[config.mk]
export PLATFORM = sky130hd
export DESIGN_NAME = utf8_stream_decoder
export DESIGN_NICKNAME = d
export VERILOG_FILES = /design/src/rtl/utf8d_pkg.sv /design/src/rtl/utf8d_decode.sv /design/src/rtl/utf8_stream_decoder.sv
export SDC_FILE = /design/constraint.sdc
export NUM_CORES = 1
export LEC_CHECK = 0
export BUFFER_PORTS_ARGS = -buffer_cell sky130_fd_sc_hd__buf_2
export CORE_MARGIN = 2
export CORE_UTILIZATION = 59
export DETAILED_ROUTE_END_ITERATION = 10
export PLACE_DENSITY = 0.9
export SLEW_MARGIN = 25
export SYNTH_ARGS = -nofsm -noshare
export SYNTH_HDL_FRONTEND = slang
export SYNTH_SLANG_ARGS = --single-unit
export TNS_END_PERCENT = 20
[constraint.sdc]
create_clock -name clk_i -period 4.3 [get_ports clk_i]
set_input_delay 0.43 -clock clk_i [delete_from_list [all_inputs] [get_ports clk_i]]
set_output_delay 0.43 -clock clk_i [all_outputs]
set_load 0.05 [all_outputs]
[src/rtl/utf8d_pkg.sv]
// Shared types and constants for the UTF-8 stream decoder.
// No dependencies.
package utf8d_pkg;

  localparam int unsigned CpW = 21;

  typedef enum logic [1:0] {
    KIND_CODE = 2'd0,
    KIND_BAD  = 2'd1,
    KIND_END  = 2'd2
  } kind_e;

  localparam logic [CpW-1:0] CpMax    = 21'h10FFFF;
  localparam logic [CpW-1:0] SurrLo   = 21'h00D800;
  localparam logic [CpW-1:0] SurrHi   = 21'h00DFFF;
  localparam logic [CpW-1:0] Lim1Byte = 21'h000080;
  localparam logic [CpW-1:0] Lim2Byte = 21'h000800;
  localparam logic [CpW-1:0] Lim3Byte = 21'h010000;

  // Results caused by one input word: a run of invalid results, then an
  // optional tail result (code point, invalid or end).
  typedef struct packed {
    logic [2:0]     nbad;
    logic           tail_vld;
    kind_e          tail_kind;
    logic [CpW-1:0] cp;
  } desc_t;

endpackage

[src/rtl/utf8d_decode.sv]
// Sequence state and per-word decode for the UTF-8 stream decoder.
// Depends on utf8d_pkg.
module utf8d_decode (
  input  logic                clk_i,
  input  logic                rst_ni,
  input  logic                accept_i,
  input  logic                end_i,
  input  logic [7:0]          byte_i,
  output logic                push_o,
  output utf8d_pkg::desc_t    desc_o
);

  logic [utf8d_pkg::CpW-1:0] pv_q, pv_d, pv_new;
  logic [2:0]                exp_q, exp_d;
  logic [1:0]                bt_q, bt_d;
  logic                      is_cont, fresh, cp_ok;
  logic [2:0]                need;

  assign is_cont = (byte_i[7:6] == 2'b10);
  assign pv_new  = {pv_q[utf8d_pkg::CpW-7:0], byte_i[5:0]};

  always_comb begin
    priority if (pv_new < utf8d_pkg::Lim1Byte) need = 3'd1;
    else if (pv_new < utf8d_pkg::Lim2Byte)    need = 3'd2;
    else if (pv_new < utf8d_pkg::Lim3Byte)    need = 3'd3;
    else                                       need = 3'd4;
  end

  assign cp_ok = (need == exp_q)
              && !(pv_new >= utf8d_pkg::SurrLo && pv_new <= utf8d_pkg::SurrHi)
              && (pv_new <= utf8d_pkg::CpMax);

  always_comb begin
    pv_d             = pv_q;
    exp_d            = exp_q;
    bt_d             = bt_q;
    fresh            = 1'b0;
    desc_o.nbad      = 3'd0;
    desc_o.tail_vld  = 1'b0;
    desc_o.tail_kind = utf8d_pkg::KIND_CODE;
    desc_o.cp        = '0;

    if (end_i) begin
      // flush pending bytes, then mark end
      desc_o.nbad      = {1'b0, bt_q};
      desc_o.tail_vld  = 1'b1;
      desc_o.tail_kind = utf8d_pkg::KIND_END;
      pv_d  = '0;
      exp_d = 3'd0;
      bt_d  = 2'd0;
    end else if (exp_q != 3'd0 && is_cont) begin
      if (({1'b0, bt_q} + 3'd1) >= exp_q) begin
        if (cp_ok) begin
          desc_o.tail_vld = 1'b1;
          desc_o.cp       = pv_new;
        end else begin
          desc_o.nbad = exp_q;
        end
        pv_d  = '0;
        exp_d = 3'd0;
        bt_d  = 2'd0;
      end else begin
        pv_d = pv_new;
        bt_d = bt_q + 2'd1;
      end
    end else begin
      // no open sequence, or a broken one: drop taken bytes as invalid, then restart
      desc_o.nbad = {1'b0, bt_q};
      pv_d  = '0;
      exp_d = 3'd0;
      bt_d  = 2'd0;
      fresh = 1'b1;
    end

    if (fresh) begin
      priority if (byte_i < 8'h80) begin
        desc_o.tail_vld = 1'b1;
        desc_o.cp       = {13'd0, byte_i};
      end else if (byte_i < 8'hC0) begin
        desc_o.tail_vld  = 1'b1;
        desc_o.tail_kind = utf8d_pkg::KIND_BAD;
      end else if (byte_i < 8'hE0) begin
        exp_d = 3'd2;
        pv_d  = {16'd0, byte_i[4:0]};
        bt_d  = 2'd1;
      end else if (byte_i < 8'hF0) begin
        exp_d = 3'd3;
        pv_d  = {17'd0, byte_i[3:0]};
        bt_d  = 2'd1;
      end else begin
        // leads F8..FF saturate to 7 so the sequence is rejected later
        exp_d = 3'd4;
        pv_d  = byte_i[3] ? 21'd7 : {18'd0, byte_i[2:0]};
        bt_d  = 2'd1;
      end
    end
  end

  assign push_o = accept_i && (desc_o.nbad != 3'd0 || desc_o.tail_vld);

  always_ff @(posedge clk_i or negedge rst_ni) begin
    if (!rst_ni) begin
      pv_q  <= '0;
      exp_q <= 3'd0;
      bt_q  <= 2'd0;
    end else if (accept_i) begin
      pv_q  <= pv_d;
      exp_q <= exp_d;
      bt_q  <= bt_d;
    end
  end

endmodule

[src/rtl/utf8_stream_decoder.sv]
// UTF-8 stream decoder top level: decode, result queue and output register.
// Depends on utf8d_pkg and utf8d_decode.
//
//  channel   dir  tdata                    tuser             tlast
//  s_axis    in   [7:0] data_byte          [0] action        -
//  m_axis    out  [20:0] code_point, pad   [1:0] kind        last
//
// One byte is accepted per cycle while the two-entry result queue has room.
// A byte yields 0 to 4 results; the output register drains one per cycle
// while m_axis_tready allows it, so a byte with k results takes k transfers.
// A result goes into the result queue, then into the output register, then shows on m_axis.
// Reset clears the sequence state, the queue count and pointers and the output valid.
// Stalls on m_axis back up through the queue to s_axis_tready.
module utf8_stream_decoder (
  input  logic        clk_i,
  input  logic        rst_ni,
  input  logic        s_axis_tvalid,
  output logic        s_axis_tready,
  input  logic [7:0]  s_axis_tdata,   // [7:0] data_byte
  input  logic        s_axis_tuser,   // [0] action
  output logic        m_axis_tvalid,
  input  logic        m_axis_tready,
  output logic [23:0] m_axis_tdata,   // [20:0] code_point, [23:21] zero
  output logic [1:0]  m_axis_tuser,   // [1:0] kind
  output logic        m_axis_tlast
);

  logic             in_fire, push;
  utf8d_pkg::desc_t dec_desc, head;
  utf8d_pkg::desc_t fifo_q [2];
  logic             wr_ptr_q, rd_ptr_q;
  logic [1:0]       cnt_q;
  logic [2:0]       idx_q, total;
  logic             load, pop, is_bad, is_last;

  logic                      out_vld_q;
  utf8d_pkg::kind_e          kind_q;
  logic [utf8d_pkg::CpW-1:0] cp_q;
  logic                      last_q;

  assign s_axis_tready = (cnt_q != 2'd2);
  assign in_fire       = s_axis_tvalid && s_axis_tready;

  utf8d_decode u_dec (
    .clk_i    (clk_i),
    .rst_ni   (rst_ni),
    .accept_i (in_fire),
    .end_i    (s_axis_tuser),
    .byte_i   (s_axis_tdata),
    .push_o   (push),
    .desc_o   (dec_desc)
  );

  assign head    = fifo_q[rd_ptr_q];
  assign total   = head.nbad + {2'd0, head.tail_vld};
  assign is_bad  = (idx_q < head.nbad);
  assign is_last = (idx_q == total - 3'd1);
  assign load    = (cnt_q != 2'd0) && (!out_vld_q || m_axis_tready);
  assign pop     = load && is_last;

  always_ff @(posedge clk_i) begin
    if (push) begin
      fifo_q[wr_ptr_q] <= dec_desc;
    end
    if (load) begin
      kind_q <= is_bad ? utf8d_pkg::KIND_BAD : head.tail_kind;
      cp_q   <= is_bad ? '0 : head.cp;
      last_q <= is_last;
    end
  end

  always_ff @(posedge clk_i or negedge rst_ni) begin
    if (!rst_ni) begin
      wr_ptr_q  <= 1'b0;
      rd_ptr_q  <= 1'b0;
      cnt_q     <= 2'd0;
      idx_q     <= 3'd0;
      out_vld_q <= 1'b0;
    end else begin
      if (push) wr_ptr_q <= ~wr_ptr_q;
      if (pop)  rd_ptr_q <= ~rd_ptr_q;
      cnt_q <= cnt_q + {1'b0, push} - {1'b0, pop};
      if (pop) begin
        idx_q <= 3'd0;
      end else if (load) begin
        idx_q <= idx_q + 3'd1;
      end
      if (load) begin
        out_vld_q <= 1'b1;
      end else if (m_axis_tready) begin
        out_vld_q <= 1'b0;
      end
    end
  end

  assign m_axis_tvalid = out_vld_q;
  assign m_axis_tdata  = {3'd0, cp_q};
  assign m_axis_tuser  = kind_q;
  assign m_axis_tlast  = last_q;

endmodule

## Word-level counts from Yosys, hierarchy flattened

Memories as Yosys holds them, arrays and structs flattened.
Index checks and enable logic that the tools add are counted.

| storage, ports and cells | value |
|---|---|
| register bits after elaboration | 52 |
| memory bits (writable) | 54 |
| input bits | 13 |
| output and inout port bits | 29 |
| logic and storage cells | 104 |
| memories | 1 |

| operators by class | value |
|---|---|
| add/subtract/negate cells | 7 |
| magnitude comparators | 12 |
| equality and inequality tests | 4 |
| muxes and demuxes | 50 |
| bitwise gates (word level) | 2 |
| reduce and logical (&&, ||, !) cells | 17 |

Memory list:

| memory | words | bits a word | read ports | clocked after Yosys merged registers in | wr ports | line | text |
|---|---|---|---|---|---|---|---|
| fifo_q | 2 | 27 | 1 | 0 | 1 | utf8_stream_decoder.sv:30 | `utf8d_pkg::desc_t fifo_q [2];` |

Operator list:

| operator | count |
|---|---|
| 2-to-1 mux 15 bit | 8 |
| 2-to-1 mux 21 bit | 5 |
| 2-to-1 mux 3 bit | 17 |
| less-than comparator 8 bit, second input constant | 4 |
| 2-to-1 mux 24 bit | 1 |
| greater-or-equal comparator 21 x 16 -> 1 bit, second input constant | 1 |
| less-or-equal comparator 21 x 16 -> 1 bit, second input constant | 1 |
| less-or-equal comparator 21 bit, second input constant | 1 |
| less-than comparator 21 x 12 -> 1 bit, second input constant | 1 |
| less-than comparator 21 x 17 -> 1 bit, second input constant | 1 |
| less-than comparator 21 x 8 -> 1 bit, second input constant | 1 |
| 2-to-1 mux 2 bit | 8 |
| 2-to-1 mux 1 bit | 9 |
| logical AND 1 bit | 8 |
| 2-to-1 mux 4 bit | 2 |
| equality test 3 bit | 2 |
| nonzero test 2 bit | 3 |
| nonzero test 3 bit | 2 |
| adder 2 x 1 -> 3 bit, second input constant | 1 |
| adder 3 x 1 -> 3 bit | 1 |
| adder 3 x 1 -> 3 bit, second input constant | 1 |
| greater-or-equal comparator 3 bit | 1 |
| less-than comparator 3 bit | 1 |
| subtractor 3 x 1 -> 3 bit, second input constant | 1 |
| 8 further kinds | 11 |

## Longest topological paths before layout

Gate-level depths: netlist of the first run.

| depth | value |
|---|---|
| depth in word-level cells | 18 |
| depth in mapped cells | 13 |
| mapped depth without buffers | 11 |

## Modules after synthesis

A second synthesis of the first run with hierarchy kept.

| second synthesis, totals | value |
|---|---|
| cell total of the unflattened synthesis | 350 |
| area, all modules | 4,611.9 µm² |

By module, submodules not included:

| module | times used | cells each | area an instance (µm²) |
|---|---|---|---|
| utf8_stream_decoder | 1 | 185 | 3,256.9 |
| utf8d_decode | 1 | 165 | 1,355.0 |

## Worst setup path after synthesis of the first run

OpenSTA, ideal clock, no wires.

| timing | value |
|---|---|
| path type | register to register |
| start | reg u_dec.bt_q[0] |
| end | mem fifo_q[0][0] (netlist bit) (enable) |
| data arrival time | 3.136 ns |
| data required time | 3.889 ns |
| setup slack | 0.753 ns |
| stages on the path, launching flop included | 9 |
| path buffers | 0 |
| period minus slack after synthesis | 3.547 ns |
| cell sequence | dfrtp_1 -> ha_1 -> ha_1 -> nand2_1 -> o21ai_0 -> nand3_1 -> nor3_2 -> nor3_2 -> nor2_1 |

| on the way | value |
|---|---|
| cells in the longest elaborated chain, start to end | 12 |
| elaborated cells on any way between the ends | 14 |

RTL lines:

| element | line | text |
|---|---|---|
| start: declaration | utf8d_decode.sv:15 | `logic [1:0] bt_q, bt_d;` |
| start signal: assignment | utf8d_decode.sv:109 | `bt_q <= bt_d;` |
| adder 2 x 1 -> 3 bit | utf8d_decode.sv:52 | `if (({1'b0, bt_q} + 3'd1) >= exp_q) begin` |
| greater-or-equal comparator 3 bit | utf8d_decode.sv:52 |  |
| 2-to-1 mux 4 bit | utf8d_decode.sv:52 |  |
| 2-to-1 mux 1 bit | utf8d_decode.sv:51 | `end else if (exp_q != 3'd0 && is_cont) begin` |
| 2-to-1 mux 4 bit * | utf8d_decode.sv:43 | `if (end_i) begin` |
| 2-to-1 mux 3 bit | utf8d_decode.sv:79 | `end else if (byte_i < 8'hC0) begin` |
| 2-to-1 mux 1 bit | utf8d_decode.sv:76 | `priority if (byte_i < 8'h80) begin` |
| 2-to-1 mux 24 bit | utf8d_decode.sv:75 | `if (fresh) begin` |
| logical OR 1 bit * | utf8d_decode.sv:99 | `assign push_o = accept_i && (desc_o.nbad != 3'd0 \|\| desc_o.tail_vld);` |
| logical AND 1 bit * | utf8d_decode.sv:99 |  |
| 2-to-1 mux 1 bit * | utf8_stream_decoder.sv:62 | `if (push) begin` |
| 2-to-1 mux 1 bit (not written as such) * | utf8_stream_decoder.sv:63 | `fifo_q[wr_ptr_q] <= dec_desc;` |
| end: declaration | utf8_stream_decoder.sv:30 |  |

Every way passes the cells marked *; elsewhere a longest branch is shown, timed or not.

## Worst setup path in the final report of the first run

| timing | value |
|---|---|
| start | reg u_dec.bt_q[0] |
| end | mem fifo_q[0][12] (netlist bit) (enable) |

Same word-level chain as after synthesis.

==> reports/metrics.csv, run 1 <==
metric,value,unit
status,finished clean,
Synth Register Bits,106,
post-DR wirelength/cell,16.39,um
Hold Slack,0.08348,ns
Max Slew Vio Count,0,
peak fanout along the critical path,19,
P_leak,2.059,nW
die area,8611,sq um
DP Wirelength,5853,um
synth unique cells,49,
cell area after synthesis,4652,sq um
CP Capture Type,flip-flop,
asr flop ratio synth,26.42,%
Syn-to-layout area delta,10.11,%
final wirelength,8326,um
Synth Area in Simple Gates,14.82,%
kind of critical path,flip-flop to flip-flop,
number of non-filler instances in the completed layout,508,
fin nets,425,
CP required,4.35,ns
"Gates resized, CTS repair",0,
top-area cell type share of the netlist area,50.35,%
Setup TNS,0,ns
# fillers,575,
global-route wire length before repair,13920,um
largest cells by area after synthesis,"edfxtp_1, dfrtp_1, mux2i_1, nor2_1, nand2_1",
Antenna Cells,0,
DR vias/cell,5.640,
Worst Setup Start Kind,flip-flop,
"CTS clk-pin slew, worst paths",0.10,ns
# hold bufs at CTS,0,
IO Count,42,
relative max-transition margin,32.60,%
Die W,92.80,um
core area,7687,sq um
share of layout cells above drive strength 1,17.73,%
period utilisation layout,77.97,%
DR pass1 iterations,4,
Worst EP arrival,3.40,ns
Flop pwr share,44.6,%
Pint,0.002134,W
gpl congestion,0.8912,
CTS H-Tree Depth,3,
I/O Buffers,38,
Slew @ Worst Pin,1.010,ns
minimum clock period,3.353,ns
Mapped Cells,361,
vias in the first global route,2881,
Clock Tree Buf Depth,2,
std cell rows,32,
largest family of logic cells by synthesized area,simple AND/OR/NAND/NOR gates,
Worst Skew,0.007912,ns
initial antenna violation count,0,
DRC,0,
GRT Util Overall,21.13,%
Synth Area in Compound Gates,7.262,%
1st-iter DRT viols,168,
sequential area share after synthesis,65.41,%
"commonest cells after routing, fill and taps aside","edfxtp_1, nand2_1, nor2_1",
Die Y,92.80,um
Root Driver,clkbuf_8,
Switch Pwr,0.001527,W
CTS Buf Count,9,
Antenna Nets Post-Route,0,
clock sink count,106,
Switching Fraction,41.70,%
Congestion Overflow GR,0,
"commonest non-fill, non-tap cell in the layout",edfxtp_1,
PwrDens,714.7,nW/um^2
multiplexer share of the synthesized area,5.836,%
largest net degree at the start of global routing,29,
# placed instances,492,
setup bufs post-CTS,0,
Post-Synth Adder-Cell Area,2.959,%
"area leader, netlist",edfxtp_1,
worst min-delay path class,input pin to asynchronous set/reset pin,
max frequency,298.3,MHz
Clock power frac,15.3,%
via count,2865,
Max-Cap Viols,0,
RSZ-0062 raised after global routing,no,
fin util,66.63,%
clk_lat worst skew,0.36,ns
Main synth FF type,edfxtp_1,
Comb pwr share,40.1,%
VDD IR-drop max,0.3372,mV
Synth Area in XOR/XNOR,1.694,%
CTS tree,built,
Post-synth EDFFs,78,
Pwr Total,0.003661,W
Hold Fails Final Rpt,0,
Initial Utilization,60.51,%
Syn Area/Cell,12.89,sq um
Synth Warn #,0,
final setup fails,0,
sequential cells by signal (all words and copies together), names as in the netlist, 2 cells and up:
name,cells
fifo_q,54
cp_q,21
u_dec.pv_q,15
idx_q,3
u_dec.exp_q,3
cnt_q,2
m_axis_tuser,2
u_dec.bt_q,2
logic make-up after synthesis:
family,after synthesis
adder cells (fa/ha/maj),11
XOR/XNOR,9
AO/OA/AOI/OAI,51
AND/OR/NAND/NOR,135
other,1
flip-flops,106
multiplexers,27
buffers and inverters,21
critical path, stage by stage (launching register included):
cell	delay, ns
dfrtp_1	0.46
ha_1	0.34
ha_1	0.28
nand2_1	0.05
o21ai_0	0.47
nand3_1	0.30
nor3_2	0.28
nor3_2	0.10
nor2_2	0.40
buf_4	0.36
worst paths after layout:
path,start,endpoint,slack (ns),depth (start not counted)
max reg2reg,u_dec.bt_q[0]$_DFFE_PN0P_,fifo_q[0][12]$_DFFE_PP_,0.95,9
min in group clk_i,m_axis_tready,m_axis_tvalid$_DFFE_PN0P_,0.33,3
max in group asynchronous,rst_ni,u_dec.pv_q[9]$_DFFE_PN0P_,3.78,1
min reg2reg,m_axis_tvalid$_DFFE_PN0P_,m_axis_tvalid$_DFFE_PN0P_,0.51,2
min,rst_ni,m_axis_tvalid$_DFFE_PN0P_,0.08,1
max,u_dec.bt_q[0]$_DFFE_PN0P_,fifo_q[0][12]$_DFFE_PP_,0.95,9
area by class of cell:
cell class                      instances  area, sq um  share of cell area [%]
Inverter                                6        22.52                  0.4397
Clock buffer                           10        127.6                   2.491
Sequential cell                       106         3043                   59.40
Clock inverter                          6        50.05                  0.9770
Timing Repair Buffer                   42        220.2                   4.299
Multi-Input combinational cell        236         1531                   29.90
Tap cell                              102        127.6                   2.491
synth_stat cells, types with 2 or more instances:
library cell,instances
a211o_1,2
a21oi_1,8
a22o_1,3
a32o_1,2
and2_1,22
buf_1,4
buf_4,3
clkbuf_1,8
dfrtp_1,28
edfxtp_1,78
ha_1,11
inv_1,6
mux2i_1,26
nand2_1,39
nand2b_1,4
nand3_1,2
nand4b_1,2
nor2_1,41
nor2b_1,3
nor3_1,4
nor3_2,2
nor4_1,2
o21ai_0,25
or2_2,2
or3_1,2
or4_4,2
xnor2_1,7
xor2_1,2
power groups by stage:
stage | clock network (W) | logic, W | registers, W
after global routing | 0.000606 | 0.00161 | 0.00166
after CTS | 0.000566 | 0.00148 | 0.00163
after global placement | 0 | 0.00143 | 0.00164
final | 0.000560 | 0.00147 | 0.00163
after detailed placement | 0 | 0.00147 | 0.00166
after floorplan | 0 | 0.000761 | 0.00203
routing by layer:
layer,global-route usage (%),up-vias,share of wire [%]
li1,-,1382,-
met1,28.06,1377,42
met2,34.84,89,51
met3,3.255,17,4.6
met4,9.191,0,2.4
met5,0,-,0
metrics by stage:
stage                     setup WS, ns  instance area, sq um
final                           0.9474                  5122
after global routing            0.7012                  5122
after CTS                       0.9709                  5122
after detailed placement        0.9947                  4945
after global placement           1.116                  4945
after floorplan                 0.7528                  4659
Note: power is estimated with default switching activity, not from simulation.
==> run 2: changes to the inputs <==
--- a/config.mk
+++ b/config.mk
@@ -7,9 +7,9 @@
 export LEC_CHECK = 0
 export BUFFER_PORTS_ARGS = -buffer_cell sky130_fd_sc_hd__buf_2
 export CORE_MARGIN = 2
-export CORE_UTILIZATION = 59
+export CORE_UTILIZATION = 53
 export DETAILED_ROUTE_END_ITERATION = 10
-export PLACE_DENSITY = 0.9
+export PLACE_DENSITY = 0.86
 export SLEW_MARGIN = 25
 export SYNTH_ARGS = -nofsm -noshare
 export SYNTH_HDL_FRONTEND = slang
==> constraint.sdc (replaced) <==
create_clock -name clk_i -period 3.06 [get_ports clk_i]
set_input_delay 0.306 -clock clk_i [delete_from_list [all_inputs] [get_ports clk_i]]
set_output_delay 0.306 -clock clk_i [all_outputs]
set_load 0.05 [all_outputs]
==> run 2 against run 1 <==
  * Final area up 2.7%
  * Fmax up 16%
  * Routed wire length up 2.4%
  * Critical path depth down 1
  * Count of clock-buffer cells in the layout down 1
  * Global-route usage down 1.7 points
  * Setup slack worse by 0.77 ns
  * Clock power up 76%
  * Via count up 2.3%
  * Combinational power up 46%
  * Core utilization down 5.7 points
  * Critical endpoint is now fifo_q[1][17]$_DFFE_PP_
==> reports/metrics.csv, run 2 (synthesized netlist as in run 1, its figures left out) <==
metric,value,unit,change
clk_lat worst skew,0.37,ns,about the same
Setup TNS,0,ns,unchanged
"commonest cells after routing, fill and taps aside","edfxtp_1, nand2_1, nor2_1",,
gpl congestion,0.9159,,+2.8%
Worst Setup Start Kind,flip-flop,,
"commonest non-fill, non-tap cell in the layout",edfxtp_1,,
Slew @ Worst Pin,0.8812,ns,-0.1287 ns
DR vias/cell,5.615,,-0.44%
Max Slew Vio Count,0,,unchanged
CTS Buf Count,9,,unchanged
Clock Tree Buf Depth,2,,unchanged
number of non-filler instances in the completed layout,522,,+2.8%
Worst Skew,0.01186,ns,+0.003944 ns
period utilisation layout,94.22,%,+16 points
Min-Delay Startpoint,m_axis_tready,,
CP Capture Type,flip-flop,,
Worst EP arrival,2.94,ns,-0.46 ns
Hold Slack,0.1833,ns,+0.09980 ns
VDD IR-drop max,0.3601,mV,+6.8%
die area,9542,sq um,+11%
final setup fails,0,,unchanged
relative max-transition margin,40.89,%,+8.3 points
Syn-to-layout area delta,13.04,%,
peak fanout along the critical path,19,,unchanged
Top reg by flops,fifo_q,,
global-route wire length before repair,14590,um,+4.8%
worst min-delay path class,input pin to flip-flop,,
max reg flops,54,,unchanged
final instance area,5259,sq um,+2.7%
GRT Util Overall,19.41,%,-1.7 points
share of layout cells above drive strength 1,19.32,%,+1.6 points
std cell rows,34,,+6.3%
Root Driver,clkbuf_8,,
Antenna Nets Post-Route,0,,unchanged
initial antenna violation count,0,,unchanged
1st-iter DRT viols,248,,+48%
Hold Fails Final Rpt,0,,unchanged
vias in the first global route,2953,,+2.5%
CP required,3.12,ns,-1.23 ns
PwrDens,1025,nW/um^2,+43%
final wirelength,8522,um,+2.4%
fin nets,433,,+1.9%
P_leak,2.123,nW,+3.1%
Die Y,97.69,um,+5.3%
largest net degree at the start of global routing,29,,unchanged
Setup Slack @ Placement,0.1889,ns,-0.8058 ns
Max-Cap Viols,0,,unchanged
I/O Buffers,38,,unchanged
setup bufs post-CTS,0,,unchanged
status,finished clean,,
DP Wirelength,5786,um,-1.1%
via count,2931,,+2.3%
reg2reg start,u_dec.pv_q[3]$_DFFE_PN0P_,,
IO Count,42,,unchanged
CTS tree,built,,
final setup margin,0.1768,ns,-0.7706 ns
CP startpoint,u_dec.pv_q[3]$_DFFE_PN0P_,,
"CTS clk-pin slew, worst paths",0.11,ns,about the same
Antenna Cells,0,,unchanged
# placed instances,505,,+2.6%
minimum clock period,2.883,ns,-0.4694 ns
Initial Utilization,53.87,%,-6.6 points
clock sink count,106,,unchanged
kind of critical path,flip-flop to flip-flop,,
max frequency,346.8,MHz,+16%
Congestion Overflow GR,0,,unchanged
DR pass1 iterations,4,,unchanged
CTS H-Tree Depth,3,,unchanged
RSZ-0062 raised after global routing,no,,
largest registers,"fifo_q: 54 flops, cp_q: 21 flops, u_dec.pv_q: 15 flops",,
Placed Area,5005,sq um,+1.2%
post-DR wirelength/cell,16.33,um,-0.39%
DRC,0,,unchanged
Die W,97.69,um,+5.3%
core area,8636,sq um,+12%
[run 2: cell count changes in the layout (fill, tap and decap cells not counted), sizes merged]
| cell | previous run | this run |
|---|---|---|
| clkbuf | 10 | 9 |
| buf | 42 | 49 |
| inv | 8 | 7 |
| bufinv | 0 | 2 |
| dlygate4sd3 | 0 | 1 |
[run 2: what timing repair did]
item	in CTS	in global routing
endpoints found under the setup margin	0	1
gates resized for setup	0	2
hold buffers	1	0
hold endpoints to repair	28	0
[run 2: stage by stage]
stage / util, % / power, W
detailed placement: 57.95 / 0.004445
global route: 60.90 / 0.005701
floorplan: - / 0.003922
CTS: 60.81 / 0.005431
global placement: 57.95 / 0.004350
finish: 60.90 / 0.005389
[run 2: layout make-up]
| class | count | area (sq um) |
|---|---|---|
| fill | 656 | 3377 |
| timing repair buffer | 50 | 282.8 |
| clock inverter | 7 | 112.6 |
| sequential | 106 | 3043 |
| tap | 108 | 135.1 |
| inverter | 6 | 22.52 |
| clock buffer | 9 | 123.9 |
| multi-input combinational | 236 | 1539 |
[run 2: worst paths after layout]
| path | endpoint | slack, ns | depth (start not counted) |
|---|---|---|---|
| setup reg to reg | fifo_q[1][17]$_DFFE_PP_ | 0.18 | 8 |
| hold / removal | m_axis_tvalid$_DFFE_PN0P_ | 0.18 | 3 |
| setup / recovery | fifo_q[1][17]$_DFFE_PP_ | 0.18 | 8 |
| hold reg to reg | m_axis_tvalid$_DFFE_PN0P_ | 0.51 | 2 |
| min in group asynchronous | m_axis_tvalid$_DFFE_PN0P_ | 0.49 | 2 |
| max in group asynchronous | wr_ptr_q$_DFFE_PN0N_ | 2.12 | 2 |
[run 2: power breakdown]
group	switching [W]	internal (W)	total [W]	leakage [nW]
Combinational	0.00150	0.000647	0.00215	0.891
Clock	0.000509	0.000478	0.000986	0.115
Sequential	0.000171	0.00208	0.00225	1.12
Total	0.00218	0.00320	0.00539	2.12
[run 2: worst max-delay path: stages, from the launching register on]
cell and delay (ns):
dfrtp_1 0.44, or4_4 0.58, a311oi_2 0.31, xnor2_1 0.24
nand4_4 0.18, o21ai_2 0.28, nor3_4 0.09, nor2_2 0.15
buf_4 0.29
[run 2: routing by layer]
layer  GRT usage [%]  routed length (um)  vias to the layer above
li1                -                   -                     1400
met1           25.31                3758                     1434
met2           32.10                4214                       80
met3           3.381                 384                       17
met4           8.547                 165                        0
met5               0                   0                        -
==> run 3: changes to the inputs <==
--- a/config.mk
+++ b/config.mk
@@ -7,9 +7,9 @@
 export LEC_CHECK = 0
 export BUFFER_PORTS_ARGS = -buffer_cell sky130_fd_sc_hd__buf_2
 export CORE_MARGIN = 2
-export CORE_UTILIZATION = 53
+export CORE_UTILIZATION = 60
 export DETAILED_ROUTE_END_ITERATION = 10
-export PLACE_DENSITY = 0.86
+export PLACE_DENSITY = 0.91
 export SLEW_MARGIN = 25
 export SYNTH_ARGS = -nofsm -noshare
 export SYNTH_HDL_FRONTEND = slang
==> constraint.sdc (replaced) <==
create_clock -name clk_i -period 3.4 [get_ports clk_i]
set_input_delay 0.34 -clock clk_i [delete_from_list [all_inputs] [get_ports clk_i]]
set_output_delay 0.34 -clock clk_i [all_outputs]
set_load 0.05 [all_outputs]
==> run 3 against run 2 <==
  * The flow now finishes with violations (negative hold slack)
  * Cell count is 2.5% lower
  * Clock power is 24% lower
  * Flip-flop and latch count stayed put
  * Global-route usage is 2.2 points higher
  * Final area is 2.2% lower
  * Non-clock buffer count is 7 lower
  * Register-to-register slack better by 0.04 ns
  * Critical endpoint is now fifo_q[0][2]$_DFFE_PP_
  * Highest routed layer unchanged
==> reports/metrics.csv, run 3 (synthesized netlist as in run 1, its figures left out) <==
metric,value,unit,change
worst min-delay path class,input pin to asynchronous set/reset pin,,
final wirelength,8469,um,-0.62%
Antenna Cells,0,,unchanged
clk_lat worst skew,0.36,ns,about the same
VDD IR-drop max,0.4573,mV,+27%
I/O Buffers,38,,unchanged
DR pass1 iterations,5,,+1
"Gates resized, CTS repair",0,,unchanged
PwrDens,908.4,nW/um^2,-11%
Worst Setup Start Kind,flip-flop,,
Congestion Overflow GR,0,,unchanged
Initial Utilization,61.15,%,+7.3 points
Clock Tree Buf Depth,2,,unchanged
kind of critical path,flip-flop to flip-flop,,
1st-iter DRT viols,254,,+2.4%
# fillers,546,,-17%
Worst Skew,0.006700,ns,-0.005156 ns
clock sink count,106,,unchanged
final setup margin,0.2167,ns,+0.03992 ns
initial antenna violation count,0,,unchanged
Syn-to-layout area delta,10.57,%,
Top Metal Used,met4,,
# placed instances,493,,-2.4%
peak fanout along the critical path,27,,+8
WL met2,4307,um,+2.2%
"commonest cells after routing, fill and taps aside","edfxtp_1, nand2_1, nor2_1",,
CTS Buf Count,9,,unchanged
Worst EP arrival,3.21,ns,+0.27 ns
Reg area,3043,sq um,unchanged
CP required,3.43,ns,+0.31 ns
DP Wirelength,5655,um,-2.3%
Max-Cap Viols,0,,unchanged
number of non-filler instances in the completed layout,509,,-2.5%
CTS H-Tree Depth,3,,unchanged
Top reg by flops,fifo_q,,
share of layout cells above drive strength 1,17.44,%,-1.9 points
relative max-transition margin,37.44,%,-3.4 points
core area,7607,sq um,-12%
CP Capture Type,flip-flop,,
global-route wire length before repair,13990,um,-4.1%
CTS tree,built,,
Antenna Nets Post-Route,0,,unchanged
std cell rows,32,,-5.9%
Setup Slack @ Placement,0.3161,ns,+0.1272 ns
"commonest non-fill, non-tap cell in the layout",edfxtp_1,,
minimum clock period,3.183,ns,+0.3001 ns
Root Driver,clkbuf_8,,
"CTS clk-pin slew, worst paths",0.09,ns,-0.02 ns
Slew @ Worst Pin,0.9373,ns,+0.05614 ns
vias in the first global route,2890,,-2.1%
met3 wire len,602,um,+57%
Hold Slack,-0.0002425,ns,-0.1835 ns
GRT Util Overall,21.62,%,+2.2 points
period utilisation layout,93.63,%,-0.60 points
largest registers,"fifo_q: 54 flops, cp_q: 21 flops, u_dec.pv_q: 15 flops",,
P_leak,2.072,nW,-2.4%
Hold Fails Final Rpt,1,,+1
final setup fails,0,,unchanged
multi-input logic area,1531,sq um,-0.49%
Die W,92.05,um,-5.8%
max frequency,314.1,MHz,-9.4%
die area,8473,sq um,-11%
RSZ-0062 raised after global routing,no,,
IO Count,42,,unchanged
fin nets,426,,-1.6%
via count,2950,,+0.65%
setup bufs post-CTS,0,,unchanged
failing checks,negative hold slack,,
gpl congestion,0.8678,,-5.3%
Max Slew Vio Count,0,,unchanged
largest net degree at the start of global routing,29,,unchanged
R2R cell count,9,,+1
DR vias/cell,5.796,,+3.2%
Die Y,92.05,um,-5.8%
Setup TNS,0,ns,unchanged
post-DR wirelength/cell,16.64,um,+1.9%
status,"complete, but fails checks",,
max reg flops,54,,unchanged
# hold bufs at CTS,0,,-1
DRC,0,,unchanged
met1 wire length,3356,um,-11%
run 3: cell types whose count changed in the layout (fill, tap and decap cells not counted), sizes merged:
cell and delta:
bufinv -1, clkinvlp -1, clkinv +2, dlygate4sd3 -1, buf -6
run 3: cell type report:
type	count	area share, %
Timing Repair Buffer	43	4.427
Clock buffer	9	2.408
Multi-Input combinational cell	236	29.77
Tap cell	102	2.481
Sequential cell	106	59.16
Inverter	6	0.4378
Clock inverter	7	1.314
run 3: path summary, 6_finish.rpt:
path	from	end	slack (ns)
min	rst_ni	idx_q[2]$_DFFE_PN0P_	-0.0002
max	u_dec.bt_q[0]$_DFFE_PN0P_	fifo_q[0][2]$_DFFE_PP_	0.22
max reg2reg	u_dec.bt_q[0]$_DFFE_PN0P_	fifo_q[0][2]$_DFFE_PP_	0.22
min in group clk_i	m_axis_tready	m_axis_tvalid$_DFFE_PN0P_	0.23
min reg2reg	m_axis_tvalid$_DFFE_PN0P_	m_axis_tvalid$_DFFE_PN0P_	0.50
max in group asynchronous	rst_ni	u_dec.pv_q[3]$_DFFE_PN0P_	2.97
run 3: report_power, final:
part | internal, W | switching, W
registers | 0.00187 | 0.000155
logic | 0.000551 | 0.00135
clock network | 0.000338 | 0.000409
run 3: stage by stage:
step                      utilization [%]  area, sq um  power, W
after floorplan                         -         4659  0.003529
after global placement              65.10         4952  0.003861
after detailed placement            65.10         4952  0.003953
after CTS                           67.62         5144  0.004697
after global routing                67.62         5144  0.004921
final                               67.62         5144  0.004672
run 3: worst max-delay path: stages, from the launching register on:
cell     delay [ns]
dfrtp_1        0.45
ha_1           0.34
ha_1           0.28
nand2_1        0.04
o21ai_0        0.48
nand3_1        0.34
nor3_2         0.31
nor3_2         0.11
nor2_2         0.12
buf_4          0.35
run 3: metal layers:
layer  global-route usage [%]  vias to the layer above
met2                    37.07                      156
met4                    9.080                        0
met5                        0                        -
met3                    4.684                       32
met1                    26.67                     1381
li1                         -                     1381
